===== src/rtl/sps_pkg.sv =====
`timescale 1ns / 1ps
// Shared types and constants for the sandpile grid sweep block.
package sps_pkg;

    localparam int NB_N = 8;
    localparam int TOPPLE_W = 11;
    localparam logic [7:0] TOPPLE_LIMIT = 8'd8;
    localparam logic [7:0] TOPPLE_CLEAR = 8'd16;
    localparam logic [7:0] GRAIN_MAX = 8'd255;
    localparam logic [TOPPLE_W-1:0] TOPPLE_MAX = 11'd2047;

    typedef enum logic [1:0] {
        CMD_WRITE = 2'd0,
        CMD_SINK  = 2'd1,
        CMD_SWEEP = 2'd2,
        CMD_READ  = 2'd3
    } t_cmd;

    typedef struct packed {
        t_cmd       command;
        logic [4:0] row;
        logic [4:0] col;
        logic [7:0] grains;
    } t_in_item;

    typedef struct packed {
        logic [TOPPLE_W-1:0] topple_count;
        logic                stable;
        logic [7:0]          cell_grains;
        logic                cell_is_sink;
    } t_out_item;

    typedef struct packed {
        logic       sink;
        logic [7:0] grains;
    } t_cell;

    typedef enum logic [2:0] {
        ST_CLEAR,
        ST_IDLE,
        ST_SCAN,
        ST_NBR,
        ST_ACC,
        ST_RESULT
    } t_state;

    typedef enum logic [1:0] {
        OFS_DEC,
        OFS_KEEP,
        OFS_INC
    } t_ofs;

    typedef struct packed {
        logic       found;
        logic [2:0] idx;
    } t_pick;

    localparam t_ofs NB_DR [NB_N] = '{OFS_DEC, OFS_DEC, OFS_DEC, OFS_KEEP,
                                      OFS_KEEP, OFS_INC, OFS_INC, OFS_INC};
    localparam t_ofs NB_DC [NB_N] = '{OFS_DEC, OFS_KEEP, OFS_INC, OFS_DEC,
                                      OFS_INC, OFS_DEC, OFS_KEEP, OFS_INC};

    // lowest set bit of a neighbour mask
    function automatic t_pick first_set(input logic [NB_N-1:0] mask);
        t_pick p;
        p = '0;
        for (int i = NB_N - 1; i >= 0; i--) begin
            if (mask[i]) begin
                p.found = 1'b1;
                p.idx   = 3'(i);
            end
        end
        return p;
    endfunction

endpackage


===== src/rtl/sps_nbr.sv =====
`timescale 1ns / 1ps
// Moore neighbour decode: in-grid mask and two neighbour addresses of a cell.
module sps_nbr import sps_pkg::*; #(
    parameter int GRID_SIDE = 32
) (
    input  logic [$clog2(GRID_SIDE)-1:0]              i_row,
    input  logic [$clog2(GRID_SIDE)-1:0]              i_col,
    input  logic [2:0]                                i_idx_a,
    input  logic [2:0]                                i_idx_b,
    output logic [NB_N-1:0]                           o_mask,
    output logic [$clog2(GRID_SIDE*GRID_SIDE)-1:0]    o_addr_a,
    output logic [$clog2(GRID_SIDE*GRID_SIDE)-1:0]    o_addr_b
);

    localparam int RW = $clog2(GRID_SIDE);
    localparam int AW = $clog2(GRID_SIDE * GRID_SIDE);
    localparam logic [RW-1:0] LAST = RW'(GRID_SIDE - 1);

    function automatic logic ofs_ok(input logic [RW-1:0] pos, input t_ofs ofs);
        logic ok;
        unique case (ofs)
            OFS_DEC: ok = (pos != '0);
            OFS_INC: ok = (pos != LAST);
            default: ok = 1'b1;
        endcase
        return ok;
    endfunction

    function automatic logic [RW-1:0] ofs_apply(input logic [RW-1:0] pos, input t_ofs ofs);
        logic [RW-1:0] p;
        unique case (ofs)
            OFS_DEC: p = pos - RW'(1);
            OFS_INC: p = pos + RW'(1);
            default: p = pos;
        endcase
        return p;
    endfunction

    function automatic logic [AW-1:0] nb_addr(input logic [RW-1:0] row,
                                              input logic [RW-1:0] col,
                                              input logic [2:0]    idx);
        logic [RW-1:0] nr;
        logic [RW-1:0] nc;
        nr = ofs_apply(row, NB_DR[idx]);
        nc = ofs_apply(col, NB_DC[idx]);
        return AW'(nr) * AW'(GRID_SIDE) + AW'(nc);
    endfunction

    always_comb begin
        for (int i = 0; i < NB_N; i++) begin
            o_mask[i] = ofs_ok(i_row, NB_DR[i]) && ofs_ok(i_col, NB_DC[i]);
        end
    end

    assign o_addr_a = nb_addr(i_row, i_col, i_idx_a);
    assign o_addr_b = nb_addr(i_row, i_col, i_idx_b);

endmodule


===== src/rtl/sps_ctrl.sv =====
`timescale 1ns / 1ps
// Command sequencer: clearing pass, raster sweep with neighbour updates, cell access.
module sps_ctrl import sps_pkg::*; #(
    parameter int GRID_SIDE = 32
) (
    input  logic                                      i_clk,
    input  logic                                      i_rst_n,
    input  logic                                      i_in_valid,
    output logic                                      o_in_stall,
    input  t_in_item                                  i_in_data,
    output logic                                      o_res_valid,
    output t_out_item                                 o_res,
    input  logic                                      i_res_take,
    output logic                                      o_mem_we,
    output logic [$clog2(GRID_SIDE*GRID_SIDE)-1:0]    o_mem_waddr,
    output t_cell                                     o_mem_wdata,
    output logic [$clog2(GRID_SIDE*GRID_SIDE)-1:0]    o_mem_raddr,
    input  t_cell                                     i_mem_rdata
);

    localparam int CELLS = GRID_SIDE * GRID_SIDE;
    localparam int RW    = $clog2(GRID_SIDE);
    localparam int AW    = $clog2(CELLS);
    localparam int UW    = $clog2(CELLS + 1);

    t_state              r_state, n_state;
    t_in_item            r_item;
    logic                r_ok;
    logic [AW-1:0]       r_iaddr;
    logic [RW-1:0]       r_srow, n_srow;
    logic [RW-1:0]       r_scol, n_scol;
    logic [AW-1:0]       r_saddr, n_saddr;
    logic [2:0]          r_nidx, n_nidx;
    logic [TOPPLE_W-1:0] r_topples, n_topples;
    logic [UW-1:0]       r_unstable, n_unstable;
    t_out_item           r_res, n_res;

    logic                accept;
    logic                in_ok;
    logic [AW-1:0]       in_addr;
    logic                topple;
    logic                last_cell;
    logic                scol_end;
    logic                advance;
    logic [NB_N-1:0]     nb_mask;
    logic [NB_N-1:0]     pick_mask;
    t_pick               pick;
    logic [AW-1:0]       nb_addr_a;
    logic [AW-1:0]       nb_addr_b;
    logic                new_unst;

    assign accept    = i_in_valid && (r_state == ST_IDLE);
    assign in_ok     = (int'(i_in_data.row) < GRID_SIDE) && (int'(i_in_data.col) < GRID_SIDE);
    assign in_addr   = AW'(RW'(i_in_data.row)) * AW'(GRID_SIDE) + AW'(RW'(i_in_data.col));
    assign topple    = !i_mem_rdata.sink && (i_mem_rdata.grains > TOPPLE_LIMIT);
    assign last_cell = (r_saddr == AW'(CELLS - 1));
    assign scol_end  = (r_scol == RW'(GRID_SIDE - 1));
    assign pick_mask = (r_state == ST_NBR) ? (nb_mask & (8'hFE << r_nidx)) : nb_mask;
    assign pick      = first_set(pick_mask);
    assign new_unst  = (r_item.grains > TOPPLE_LIMIT);

    assign advance = ((r_state == ST_SCAN) && !topple && !last_cell) ||
                     ((r_state == ST_NBR) && !pick.found && !last_cell);

    sps_nbr #(
        .GRID_SIDE(GRID_SIDE)
    ) u_nbr (
        .i_row    (r_srow),
        .i_col    (r_scol),
        .i_idx_a  (r_nidx),
        .i_idx_b  (pick.idx),
        .o_mask   (nb_mask),
        .o_addr_a (nb_addr_a),
        .o_addr_b (nb_addr_b)
    );

    // next state
    always_comb begin
        n_state = r_state;
        unique case (r_state)
            ST_CLEAR: begin
                if (last_cell) n_state = ST_IDLE;
            end
            ST_IDLE: begin
                if (i_in_valid) begin
                    if (i_in_data.command == CMD_SWEEP) n_state = ST_SCAN;
                    else if (in_ok)                     n_state = ST_ACC;
                    else                                n_state = ST_RESULT;
                end
            end
            ST_SCAN: begin
                if (topple)         n_state = ST_NBR;
                else if (last_cell) n_state = r_ok ? ST_ACC : ST_RESULT;
            end
            ST_NBR: begin
                if (!pick.found) begin
                    if (last_cell) n_state = r_ok ? ST_ACC : ST_RESULT;
                    else           n_state = ST_SCAN;
                end
            end
            ST_ACC: n_state = ST_RESULT;
            ST_RESULT: begin
                if (i_res_take) n_state = ST_IDLE;
            end
            default: n_state = ST_CLEAR;
        endcase
    end

    // memory control
    always_comb begin
        o_mem_we    = 1'b0;
        o_mem_waddr = r_saddr;
        o_mem_wdata = '0;
        o_mem_raddr = r_saddr;
        unique case (r_state)
            ST_CLEAR: o_mem_we = 1'b1;
            ST_IDLE: begin
                o_mem_raddr = (i_in_data.command == CMD_SWEEP) ? '0 : in_addr;
            end
            ST_SCAN: begin
                if (topple) begin
                    o_mem_we    = 1'b1;
                    o_mem_wdata = '{sink: 1'b0, grains: i_mem_rdata.grains - TOPPLE_LIMIT};
                    o_mem_raddr = nb_addr_b;
                end else if (last_cell) begin
                    o_mem_raddr = r_iaddr;
                end else begin
                    o_mem_raddr = r_saddr + AW'(1);
                end
            end
            ST_NBR: begin
                o_mem_waddr = nb_addr_a;
                if (!i_mem_rdata.sink && (i_mem_rdata.grains != GRAIN_MAX)) begin
                    o_mem_we    = 1'b1;
                    o_mem_wdata = '{sink: 1'b0, grains: i_mem_rdata.grains + 8'd1};
                end
                if (pick.found)     o_mem_raddr = nb_addr_b;
                else if (last_cell) o_mem_raddr = r_iaddr;
                else                o_mem_raddr = r_saddr + AW'(1);
            end
            ST_ACC: begin
                o_mem_waddr = r_iaddr;
                if (r_item.command == CMD_WRITE) begin
                    o_mem_we    = 1'b1;
                    o_mem_wdata = '{sink: 1'b0, grains: r_item.grains};
                end else if (r_item.command == CMD_SINK) begin
                    o_mem_we    = 1'b1;
                    o_mem_wdata = '{sink: 1'b1, grains: i_mem_rdata.grains};
                end
            end
            default: ;
        endcase
    end

    // count of non-sink cells above the limit, kept in step with every write
    always_comb begin
        n_unstable = r_unstable;
        unique case (r_state)
            ST_CLEAR: n_unstable = '0;
            ST_SCAN: begin
                if (topple && (i_mem_rdata.grains <= TOPPLE_CLEAR)) begin
                    n_unstable = r_unstable - UW'(1);
                end
            end
            ST_NBR: begin
                if (!i_mem_rdata.sink && (i_mem_rdata.grains == TOPPLE_LIMIT)) begin
                    n_unstable = r_unstable + UW'(1);
                end
            end
            ST_ACC: begin
                if (r_item.command == CMD_WRITE) begin
                    n_unstable = r_unstable - UW'(topple) + UW'(new_unst);
                end else if (r_item.command == CMD_SINK) begin
                    n_unstable = r_unstable - UW'(topple);
                end
            end
            default: ;
        endcase
    end

    always_comb begin
        n_res = r_res;
        if (accept && (i_in_data.command != CMD_SWEEP) && !in_ok) begin
            n_res = '{topple_count: '0, stable: (r_unstable == '0),
                      cell_grains: '0, cell_is_sink: 1'b0};
        end else if ((n_state == ST_RESULT) && (r_state != ST_RESULT) && (r_state != ST_ACC)
                     && (r_state != ST_IDLE)) begin
            n_res = '{topple_count: r_topples, stable: (n_unstable == '0),
                      cell_grains: '0, cell_is_sink: 1'b0};
        end else if (r_state == ST_ACC) begin
            n_res.topple_count = r_topples;
            n_res.stable       = (n_unstable == '0);
            case (r_item.command)
                CMD_WRITE: begin
                    n_res.cell_grains  = r_item.grains;
                    n_res.cell_is_sink = 1'b0;
                end
                CMD_SINK: begin
                    n_res.cell_grains  = i_mem_rdata.grains;
                    n_res.cell_is_sink = 1'b1;
                end
                default: begin
                    n_res.cell_grains  = i_mem_rdata.grains;
                    n_res.cell_is_sink = i_mem_rdata.sink;
                end
            endcase
        end
    end

    always_comb begin
        n_saddr   = r_saddr;
        n_srow    = r_srow;
        n_scol    = r_scol;
        n_nidx    = r_nidx;
        n_topples = r_topples;
        if (r_state == ST_CLEAR) begin
            n_saddr = r_saddr + AW'(1);
        end else if (accept) begin
            n_saddr   = '0;
            n_srow    = '0;
            n_scol    = '0;
            n_topples = '0;
        end else if (advance) begin
            n_saddr = r_saddr + AW'(1);
            n_scol  = scol_end ? '0 : r_scol + RW'(1);
            n_srow  = scol_end ? r_srow + RW'(1) : r_srow;
        end
        if (((r_state == ST_SCAN) && topple) || (r_state == ST_NBR)) begin
            n_nidx = pick.idx;
        end
        if ((r_state == ST_SCAN) && topple && (r_topples != TOPPLE_MAX)) begin
            n_topples = r_topples + TOPPLE_W'(1);
        end
    end

    always_ff @(posedge i_clk) begin
        if (!i_rst_n) begin
            r_state    <= ST_CLEAR;
            r_saddr    <= '0;
            r_unstable <= '0;
            r_topples  <= '0;
        end else begin
            r_state    <= n_state;
            r_saddr    <= n_saddr;
            r_unstable <= n_unstable;
            r_topples  <= n_topples;
        end
    end

    always_ff @(posedge i_clk) begin
        r_srow <= n_srow;
        r_scol <= n_scol;
        r_nidx <= n_nidx;
        r_res  <= n_res;
        if (accept) begin
            r_item  <= i_in_data;
            r_ok    <= in_ok;
            r_iaddr <= in_addr;
        end
    end

    assign o_in_stall  = (r_state != ST_IDLE);
    assign o_res_valid = (r_state == ST_RESULT);
    assign o_res       = r_res;

    a_nbr_not_centre: assert property (@(posedge i_clk) disable iff (!i_rst_n)
        (r_state == ST_NBR && o_mem_we) |-> (o_mem_waddr != r_saddr))
        else $error("neighbour update hit the toppling cell");

    a_accept_leaves_idle: assert property (@(posedge i_clk) disable iff (!i_rst_n)
        (i_in_valid && !o_in_stall) |=> (r_state != ST_IDLE))
        else $error("transfer accepted without starting work");

    a_take_to_idle: assert property (@(posedge i_clk) disable iff (!i_rst_n)
        (o_res_valid && i_res_take) |=> (r_state == ST_IDLE && !o_res_valid))
        else $error("result not retired after transfer");

    a_topples_sweep_only: assert property (@(posedge i_clk) disable iff (!i_rst_n)
        (o_res_valid && r_item.command != CMD_SWEEP) |-> (o_res.topple_count == '0))
        else $error("non-sweep command reported topples");

endmodule


===== config.mk =====
export PLATFORM = sky130hd
export DESIGN_NAME = sps_ctrl
export DESIGN_NICKNAME = d
export VERILOG_FILES = /design/src/rtl/sps_pkg.sv /design/src/rtl/sps_nbr.sv /design/src/rtl/sps_ctrl.sv
export SDC_FILE = /design/constraint.sdc
export NUM_CORES = 1
export LEC_CHECK = 0
export ABC_CLOCK_PERIOD_IN_PS = 8800
export BUFFER_PORTS_ARGS = -buffer_cell sky130_fd_sc_hd__buf_2
export CAP_MARGIN = 20
export CORE_MARGIN = 1
export CORE_UTILIZATION = 65
export CTS_CLUSTER_DIAMETER = 50
export DETAILED_ROUTE_END_ITERATION = 6
export GPL_TIMING_DRIVEN = 0
export PLACE_DENSITY = 0.88
export SYNTH_ARGS = -nofsm -noshare
export SYNTH_HDL_FRONTEND = slang
export SYNTH_SLANG_ARGS = --single-unit

===== constraint.sdc =====
create_clock -name i_clk -period 8.8 [get_ports i_clk]
set_input_delay 0.88 -clock i_clk [delete_from_list [all_inputs] [get_ports i_clk]]
set_output_delay 0.88 -clock i_clk [all_outputs]
set_load 0.02 [all_outputs]

# Word level (Yosys, flattened, before mapping)

Memory sizes are Yosys's and may differ from the RTL's.
Cells that the tools add are included.

Flip-flop bits (word level): 89
ROM bits: 64
Input port bits: 33
Word-level logic and storage cells: 171
Memories kept: 4

Memories:

| name            | depth | bits a word | read ports | clocked after memory_dff | write ports | line          | RTL |
|---|---|---|---|---|---|---|---|
| (no name shown) | 8     | 2           | 1          | 0                        | 0           | sps_nbr.sv:45 | `nc = ofs_apply(col, NB_DC[idx]);` |
| (no name shown) | 8     | 2           | 1          | 0                        | 0           | sps_nbr.sv:44 | `nr = ofs_apply(row, NB_DR[idx]);` |
| (no name shown) | 8     | 2           | 1          | 0                        | 0           | sps_nbr.sv:44 |  |
| (no name shown) | 8     | 2           | 1          | 0                        | 0           | sps_nbr.sv:45 |  |

Add/sub/neg operators: 15
$lt $le $gt $ge: 5
Equal/unequal tests: 23
Shift-type cells: 1
Mux-type cells: 64
Bitwise gates (word level): 4
Reduce and logical (&&, ||, !) cells: 41

Operators by type and width:

| kind                                                           | count |
|---|---|
| two-way mux 11 bit                                             | 7 |
| two-way mux 10 bit                                             | 7 |
| one-hot mux 11 bit (4 select lines)                            | 1 |
| two-way mux 21 bit                                             | 2 |
| one-hot mux 5 bit (2 select lines)                             | 4 |
| two-way mux 4 bit                                              | 8 |
| adder 10 x 5 -> 10 bit                                         | 3 |
| one-hot mux 10 bit (3 select lines)                            | 1 |
| one-hot mux 9 bit (3 select lines)                             | 1 |
| two-way mux 3 bit                                              | 8 |
| two-way mux 8 bit                                              | 3 |
| adder 11 x 1 -> 11 bit (second input constant)                 | 2 |
| two-way mux 5 bit                                              | 4 |
| one-hot mux 10 bit (2 select lines)                            | 1 |
| logical AND 1 bit                                              | 18 |
| two-way mux 9 bit                                              | 2 |
| one-hot mux 3 bit (6 select lines)                             | 1 |
| one-hot mux 9 bit (2 select lines)                             | 1 |
| greater-than comparator 8 x 4 -> 1 bit (second input constant) | 2 |
| two-way mux 2 bit                                              | 8 |
| adder 11 x 1 -> 11 bit                                         | 1 |
| logical NOT 11 bit                                             | 1 |
| != test 11 bit (second input constant)                         | 1 |
| subtractor 11 x 1 -> 11 bit                                    | 1 |
| other kinds (36)                                               | 65 |

# Depth between registers and ports, before layout

Gate-level depths: netlist of run 1.

Depth in word-level cells: 21
Gate-level depth with buffers: 20
Mapped depth without buffers: 18

# Hierarchy

Synthesis of run 1 repeated with hierarchy kept, for this count alone.

Cells, all modules: 900
Area total of the unflattened synthesis: 7272.0 sq um

By module, submodules not included:

| module   | times used | cells an instance | area an instance (sq um) | sequential area each (sq um) |
|---|---|---|---|---|
| sps_ctrl | 1          | 766               | 6214.7                   | 2232.1 |
| sps_nbr  | 1          | 134               | 1057.3                   | 0.0 |

# Least setup slack after synthesis of run 1

No wires, ideal clock.

Path type: input to register
From: in i_mem_rdata[4] (netlist bit)
To: reg r_res, in the netlist o_res[9] (data pin)
Setup time: 170 ps
Data arrival time: 4558 ps
Data required time: 8630 ps
Slack: 4073 ps
Cell stages on the path: 18
Buffers on the path: 0
Path through: inv_1 ha_1 nor4b_1 o21ai_0 nand2b_1 inv_1 ha_1 inv_1 ha_1 ha_1 nor4bb_1 a32oi_1 nor2_1 xnor2_1 and3_2 a211o_4 or4_4 nor4_2

RTL lines:

| element              | line            | RTL |
|---|---|---|
| start, declared      | sps_ctrl.sv:18  | `input t_cell i_mem_rdata` |
| end signal, assigned | sps_ctrl.sv:254 | `r_res <= n_res;` |
| end, declared        | sps_ctrl.sv:36  | `t_out_item r_res, n_res;` |

# Final worst setup path of run 1

From: reg r_scol[3]
To: out o_mem_raddr[8]

Cells in the longest elaborated chain, start to end: 21
Elaborated cells on any way between the ends: 35

Ends and longest elaborated chain:

| element                                                  | line                             | RTL |
|---|---|---|
| start, declared                                          | sps_ctrl.sv:31                   | `logic [RW-1:0] r_scol, n_scol;` |
| start signal, assigned                                   | sps_ctrl.sv:252                  | `r_scol <= n_scol;` |
| != test 5 bit                                            | sps_nbr.sv:23                    | `OFS_INC: ok = (pos != LAST);` |
| logical AND 1 bit                                        | sps_nbr.sv:51                    | `o_mask[i] = ofs_ok(i_row, NB_DR[i]) && ofs_ok(i_col, NB_DC[i]);` |
| bitwise AND 8 bit                                        | sps_ctrl.sv:58                   | `assign pick_mask = (r_state == ST_NBR) ? (nb_mask & (8'hFE << r_nidx)) : nb_mask;` |
| two-way mux 8 bit                                        | sps_ctrl.sv:58                   |  |
| two-way mux 4 bit (8 in a row)                           | sps_pkg.sv:68                    | `if (mask[i]) begin` |
| inverter 3 -> 4 bit (implied by the code)                | sps_nbr.sv:44, sps_nbr.sv:45     |  |
| memory (8 x 2 bit) (on tied branches)                    | --                               |  |
| two-way mux 2 bit (on tied branches) (2 in a row)        | sps_nbr.sv:44, sps_nbr.sv:45     |  |
| equality test 2 bit or logical NOT 2 bit (tied branches) | sps_nbr.sv:31                    | `unique case (ofs)` |
| one-hot mux 5 bit (2 select lines)                       | sps_nbr.sv:31                    |  |
| adder 10 x 5 -> 10 bit                                   | sps_nbr.sv:46                    | `return AW'(nr) * AW'(GRID_SIDE) + AW'(nc);` |
| two-way mux 10 bit (on tied branches)                    | sps_ctrl.sv:137, sps_ctrl.sv:121 |  |
| one-hot mux 10 bit (3 select lines) (*)                  | sps_ctrl.sv:115                  | `unique case (r_state)` |
| end, declared                                            | sps_ctrl.sv:17                   | `output logic [$clog2(GRID_SIDE*GRID_SIDE)-1:0] o_mem_raddr,` |

Mark *: on every way between the ends. The rest lies on a longest branch, timed or not. The select of a mux whose other input is x is not followed.

==> results of run 1 <==
[flip-flops by register name (all words and copies together) (netlist names)]
name / cells
r_iaddr: 10
r_state: 3
r_unstable: 11
r_nidx: 3
r_topples: 11
r_saddr: 10
r_scol: 5
r_item: 10
o_res: 21
r_srow: 5
[synth_stat cells, drive strengths merged (6+ instances only)]
| cell | count |
|---|---|
| and2 | 29 |
| ha | 29 |
| a31oi | 7 |
| a211oi | 9 |
| inv | 39 |
| nor2 | 77 |
| a22oi | 14 |
| dfxtp | 44 |
| o211ai | 11 |
| a21oi | 61 |
| a221o | 6 |
| edfxtp | 45 |
| o22ai | 11 |
| nor4 | 11 |
| and3 | 19 |
| nand2 | 62 |
| xor2 | 11 |
| xnor2 | 22 |
| nor2b | 14 |
| a221oi | 6 |
| mux2i | 20 |
| o21ai | 73 |
| nand3 | 29 |
| clkbuf | 44 |
| nor3 | 27 |
| or2 | 8 |
| nand4 | 10 |
| nor4b | 6 |
| o31ai | 7 |
| buf | 13 |
| nand2b | 16 |
| o32ai | 6 |
[how the worst max path moves through the flow]
stage | slack (ns) | from | end | cells past startpoint
after global placement | 2.92 | i_mem_rdata[4] | o_res[9] | 19
after CTS | 3.03 | r_scol[3] | o_mem_raddr[8] | 15
after global routing | 2.48 | r_scol[3] | o_mem_raddr[3] | 21
after detailed placement | 2.82 | i_mem_rdata[4] | o_res[9] | 19
final | 2.80 | r_scol[3] | o_mem_raddr[8] | 15
after floorplan | 4.07 | i_mem_rdata[4] | o_res[9] | 18
[logic make-up after synthesis]
family	synth area share, %
AOI/OAI and AO/OA	24.1
buffers and inverters	6.36
adders and majority gates	5.00
muxes	3.43
and+or+nand+nor	26.3
xor gates and xnor gates	3.98
DFF	30.8
[power by group]
group | switching (mW) | leakage [nW] | internal [mW]
sequential | 0.00466 | 0.744 | 0.439
clock | 0.172 | 0.0939 | 0.108
combinational | 0.0450 | 2.32 | 0.0283
[per-layer routing]
layer	vias to the layer above	global-route usage (%)	share of wire, %	wire [um]
li1	3443	-	-	-
met2	438	58.6	47	9830
met5	-	0	0	0
met3	62	5.81	9.0	1890
met4	0	17.0	3.2	664
met1	3451	48.0	41	8680
[per-stage QoR]
step	hold WS, ns	std cells	worst slack [ns]
after floorplan	0.454	872	4.07
after global placement	0.472	1095	2.92
after detailed placement	0.475	1095	2.82
after CTS	0.493	1111	3.03
after global routing	0.503	1113	2.48
final	0.491	1113	2.80
[cell type report]
type | instances | area, um2 | share of cell area (%)
inverter | 39 | 146 | 1.82
clock buffer | 10 | 128 | 1.58
clock inverter | 6 | 48.8 | 0.606
sequential | 89 | 2230 | 27.7
tap | 140 | 175 | 2.18
multi-input combinational | 687 | 4560 | 56.7
buffer | 57 | 317 | 3.93
timing repair buffer | 85 | 444 | 5.52
[worst max-delay path, cell delays in order, from the launching register on]
cell       delay (ns)
edfxtp_1         0.34
clkbuf_1         0.33
inv_1            0.21
nor3_1           0.23
ha_1             0.27
clkbuf_1         0.49
nand2_1          0.10
a2111oi_0        0.57
o31ai_1          0.24
ha_1             0.24
nor4_2           0.68
mux2i_1          0.26
nand2_1          0.08
xor2_1           0.17
o21ai_0          0.30
buf_2            0.23
==> flow_summary_export.csv, run 1 <==
group,metric,value,unit
global_route,grt_pass1_vias,6625,
drt,final_antenna_net_count,0,
setup_path,reg2reg_setup_slack,4.57,ns
floorplanning,coreArea,10800,um2
drt,drc,0,
setup_path,worst_setup_path_start_kind,"register",
sta,max_freq,167,MHz
setup_path,cp.arrival,5.12,ns
global_route,track_usage,36.5,%
sta,finalClockSkew,0.00849,ns
floorplanning,fp-row-count,38,
drt,routedWlPerCell,18.9,um
pwr,leakagePower,3.16,nW
clock_tree,clk_latency,0.38,ns
pwr,ir_drop,0.000112,V
setup_path,required,7.92,ns
synth,yosysSeqAreaShare,30.8,%
clock_tree,cts_inserted_buffers,9,
final_layout,syn2layout_area_growth,11.0,%
sta,max_slew.worst_pin.slew,0.982,ns
synth,synthTopCellsByArea,"edfxtp_1 19%, dfxtp_1 12%, ha_1 5.0%",
synth,syn_nets,934,
setup_path,r2r-start,"r_unstable[0]",
sta,rsz0062_at_grt,"false",
global_route,grt-ovfl-total,0,
placement,portBuffers,83,
synth,synth_ff_type,"edfxtp_1",
final_layout,utilization,74.3,%
hold_path,worstHoldEndpoint,"o_res[3]",
floorplanning,pin_count,86,
drt,drt-vias-per-instance,6.64,
final_layout,mostFrequentLayoutCells,"87 x buf_2, 76 x nor2_1, 71 x o21ai_0",
final_layout,final_layout_size_suffix_gt1_share,17.1,%
final_layout,layout_commonest_cell,"buf_2",
hold_path,min_path_cells,2,
drt,firstDrtPassIters,7,
synth,synth-edff-count,45,
run,maxCapViolCount,0,
setup_path,reg2reg_to,"o_res[9]",
setup_path,crit_path_max_fanout,10,
clock_tree,cts_buffer_depth,2,
global_route,grt_pass1_wl,33.1,mm
clock_tree,numClockSinks,89,
setup_path,critical_path_class,"register to output pin",
clock_tree,tritoncts,"built",
synth,synth_area,7260,um2
synth,synthArstFlopShare,0,%
clock_tree,ctsHoldBuffers,0,
synth,yosys_register_bits,89,
setup_path,r2r_cells,14,
clock_tree,cts_setup_buffers,0,
synth,synth_top_area_share,18.6,%
synth,yosys_warnings,0,
placement,dp_hpwl,15.4,mm
floorplanning,die_y,108,um
sta,setup_viol_count_final,0,
drt,wirelength,21.1,mm
sta,setup-tns-final,0,ns
floorplanning,dieArea,11600,um2
hold_path,min_path_type,"register to register",
clock_tree,path_clk_slew,0.10,ns
final_layout,finalInstanceArea,8050,um2
floorplanning,start_util,66.9,%
run_status,status,"finished, final reports clean",
clock_tree,cts_root_buf,"clkbuf_8",
drt,drt_iter0_drc,779,
hold_path,hp-start,"o_res[3]",
clock_tree,postCtsResizedCells,0,
sta,hold_violations,0,
floorplanning,dieWidth,108,um
clock_tree,cts_max_level,3,
synth,synth_area_per_cell,8.32,um2
setup_path,end_kind,"output pin",
final_layout,diodes,0,
synth,synth_cell_types,94,
sta,slew_violations,0,
pwr,p_total,797,uW
final_layout,fill_cells,867,
final_layout,layout.nets,1030,
global_route,grt_antenna_before_repair,0,
synth,postSynthCellCount,872,
drt,vias,7394,
placement,gp_congestion,0.979,
sta,finalCritPeriodShare,68.2,%
synth,yosys.area.top_type,"edfxtp_1",
pwr,pwr_density_cell,99.0,nW/um2
sta,fin_crit,6.00,ns
sta,relSlewSlack,34.0,%
placement,placed_cell_area,7850,um2
global_route,grt_max_degree,30,
Power figures use the tool's default switching activity.
==> run 2, diff against run 1 <==
Settings changed: ABC_AREA from default to 1, ABC_CLOCK_PERIOD_IN_PS 8800 to 5100, CORE_UTILIZATION 65 to 54, PLACE_DENSITY 0.88 to 0.78.
Clock period 8.8 ns to 5.1 ns, I/O delays scaled along.
==> run 2 against run 1 <==
Cell area increased by 2.0%. Die area increased by 20%. Critical path depth increased by 2. Synthesized cell count increased by 27%. Largest power group unchanged.
==> flow_summary_export.csv, run 2 <==
group,metric,value,unit
clock_tree,numClockSinks,89,
setup_path,slowest_stage,"edfxtp_1",
final_layout,layout_commonest_cell,"nand2_1",
sta,fin_crit,4.66,ns
final_layout,syn2layout_area_growth,13.3,%
synth,yosys_register_bits,89,
setup_path,crit_path_max_fanout,7,
global_route,grt_pass1_wl,34.9,mm
setup_path,reg2reg_setup_slack,1.76,ns
drt,drt_iter0_drc,853,
pwr,pwr_density_cell,197,nW/um2
drt,routedWlPerCell,15.5,um
placement,place_ws,0.930,ns
global_route,grt-ovfl-total,0,
synth,synth-edff-count,45,
pwr,swShare,25.3,%
final_layout,layout.nets,1268,
synth,yosys.area.top_type,"edfxtp_1",
sta,setup_viol_count_final,0,
sta,finalClockSkew,0.0102,ns
synth,yosys_warnings,0,
sta,rsz0062_at_grt,"false",
global_route,grt_antenna_before_repair,0,
drt,final_antenna_net_count,0,
synth,yosysSeqAreaShare,30.8,%
clock_tree,cts_buffer_depth,2,
sta,hold_violations,0,
synth,synthTopCellsByArea,"edfxtp_1 19%, nand2_1 16%, dfxtp_1 12%",
synth,synth_area_per_cell,6.54,um2
drt,vias,7790,
setup_path,required,4.59,ns
placement,gp_congestion,0.954,
floorplanning,fp-row-count,41,
pwr,ir_drop,0.000226,V
pwr,leakagePower,3.80,nW
clock_tree,cts_inserted_buffers,9,
pwr,combPwrFrac,8.8,%
clock_tree,cts_root_buf,"clkbuf_16",
sta,setup-tns-final,0,ns
sta,max_slew.worst_pin.slew,0.905,ns
setup_path,slowest_delay,0.51,ns
clock_tree,tritoncts,"built",
sta,slew_violations,0,
final_layout,mostFrequentLayoutCells,"304 x nand2_1, 142 x inv_1, 141 x nor2_1",
synth,synth_cell_types,48,
clock_tree,path_clk_slew,0.07,ns
setup_path,end_kind,"output pin",
setup_path,cp.arrival,4.15,ns
setup_path,critical_path_class,"register to output pin",
synth,synthArstFlopShare,0,%
placement,dp_hpwl,16.4,mm
final_layout,largest_reg_flops,21,
synth,synth_area,7250,um2
run_status,status,"finished, final reports clean",
sta,relSlewSlack,39.0,%
floorplanning,start_util,56.3,%
setup_path,crit_chain,"ha_1 > nand2_1 > nor2_1 > ha_1 > inv_1 > nand3_1 > o21ai_0 > nand2_1 > a32oi_1 > inv_1 > ha_1 > o21ai_1 > inv_1 > nand3_1 > nand3_1 > a21oi_1 > buf_2",
floorplanning,coreArea,12900,um2
synth,synth_most_common_cell,"nand2_1",
drt,drc,0,
floorplanning,dieWidth,118,um
synth,synth_top_area_share,18.6,%
global_route,grt_max_degree,30,
pwr,p_seq_share,47.5,%
clock_tree,ctsHoldBuffers,0,
synth,postSynthCellCount,1109,
synth,synth_ff_type,"edfxtp_1",
synth,syn_nets,1171,
clock_tree,cts_max_level,3,
clock_tree,cts_setup_buffers,0,
floorplanning,die_y,118,um
floorplanning,dieArea,13900,um2
clock_tree,postCtsResizedCells,0,
run,maxCapViolCount,0,
setup_path,worst_setup_path_start_kind,"register",
floorplanning,pin_count,86,
global_route,grt_pass1_vias,7057,
synth,ys_top_cells_by_count,"304 x nand2_1, 142 x inv_1, 141 x nor2_1",
final_layout,diodes,0,
sta,max_freq,214,MHz
sta,finalCritPeriodShare,91.4,%
pwr,p_switching,411,uW
drt,wirelength,21.5,mm
final_layout,final_layout_size_suffix_gt1_share,11.8,%
drt,firstDrtPassIters,6,
placement,portBuffers,85,
pwr,pwr-share-clk,43.6,%
global_route,track_usage,31.6,%
drt,drt-vias-per-instance,5.63,
hold_path,min_path_type,"primary input to register",
sta,finalWorstSetupSlack,0.437,ns
clock_tree,clk_latency,0.36,ns
pwr,p_int,1.21,mW
final_layout,utilization,63.8,%
## run 2: per-stage QoR
| step | hold WS (ns) | total power [mW] | instances | area, um2 |
|---|---|---|---|---|
| floorplan | 0.441 | 0.875 | 1109 | 7250 |
| global placement | 0.439 | 0.926 | 1366 | 7890 |
| detailed placement | 0.435 | 0.927 | 1366 | 7890 |
| CTS | 0.318 | 1.63 | 1382 | 8210 |
| global route | 0.315 | 1.67 | 1383 | 8220 |
| finish | 0.324 | 1.62 | 1383 | 8220 |
## run 2: cells by family (layout without fill, tap and decap cells)
family	Yosys count	in the layout	synth area share [%]
simple gates	584	584	33.8
compound gates	178	178	15.2
fa+ha+maj	29	29	5.00
xor+xnor	41	41	4.95
buf+inv	188	290	10.2
flops	89	89	30.8
## run 2: power groups by stage
stage | registers, mW | logic (mW) | clock network [mW]
after floorplan | 0.800 | 0.0745 | 0
after global placement | 0.786 | 0.140 | 0
after detailed placement | 0.786 | 0.141 | 0
after CTS | 0.770 | 0.142 | 0.716
after global routing | 0.772 | 0.159 | 0.738
final | 0.770 | 0.143 | 0.707
## run 2: layout make-up
class / instances / area [um2]
Fill cell: 1225 / 4660
Multi-Input combinational cell: 832 / 4280
Sequential cell: 89 / 2230
Inverter: 150 / 563
Timing Repair Buffer: 86 / 437
Clock buffer: 10 / 239
Tap cell: 172 / 215
Buffer: 38 / 178
Clock inverter: 6 / 73.8
## run 2: worst max-delay path, delay by kind of cell (launching register included)
kind | cells | cell delay [ns]
AO/OA/AOI/OAI | 4 | 1.19
adder cells (fa/ha/maj) | 3 | 0.78
buffers and inverters | 4 | 0.71
flip-flops | 1 | 0.51
AND/OR/NAND/NOR | 6 | 0.60
## run 2: layer usage
layer,up-vias,share of wire [%],GRT usage (%)
li1,3831,-,-
met1,3550,43,41.7
met2,352,45,49.6
met3,57,8.2,6.44
met4,0,3.4,14.3
met5,-,0,0
## run 2: final timing paths
check | start | endpoint | cells after the start
min | i_in_data[6] | r_item[6] | 1
max reg2reg | r_unstable[0] | o_res[9] | 17
min reg2reg | o_res[8] | o_res[8] | 2
max | r_scol[0] | o_mem_raddr[4] | 17
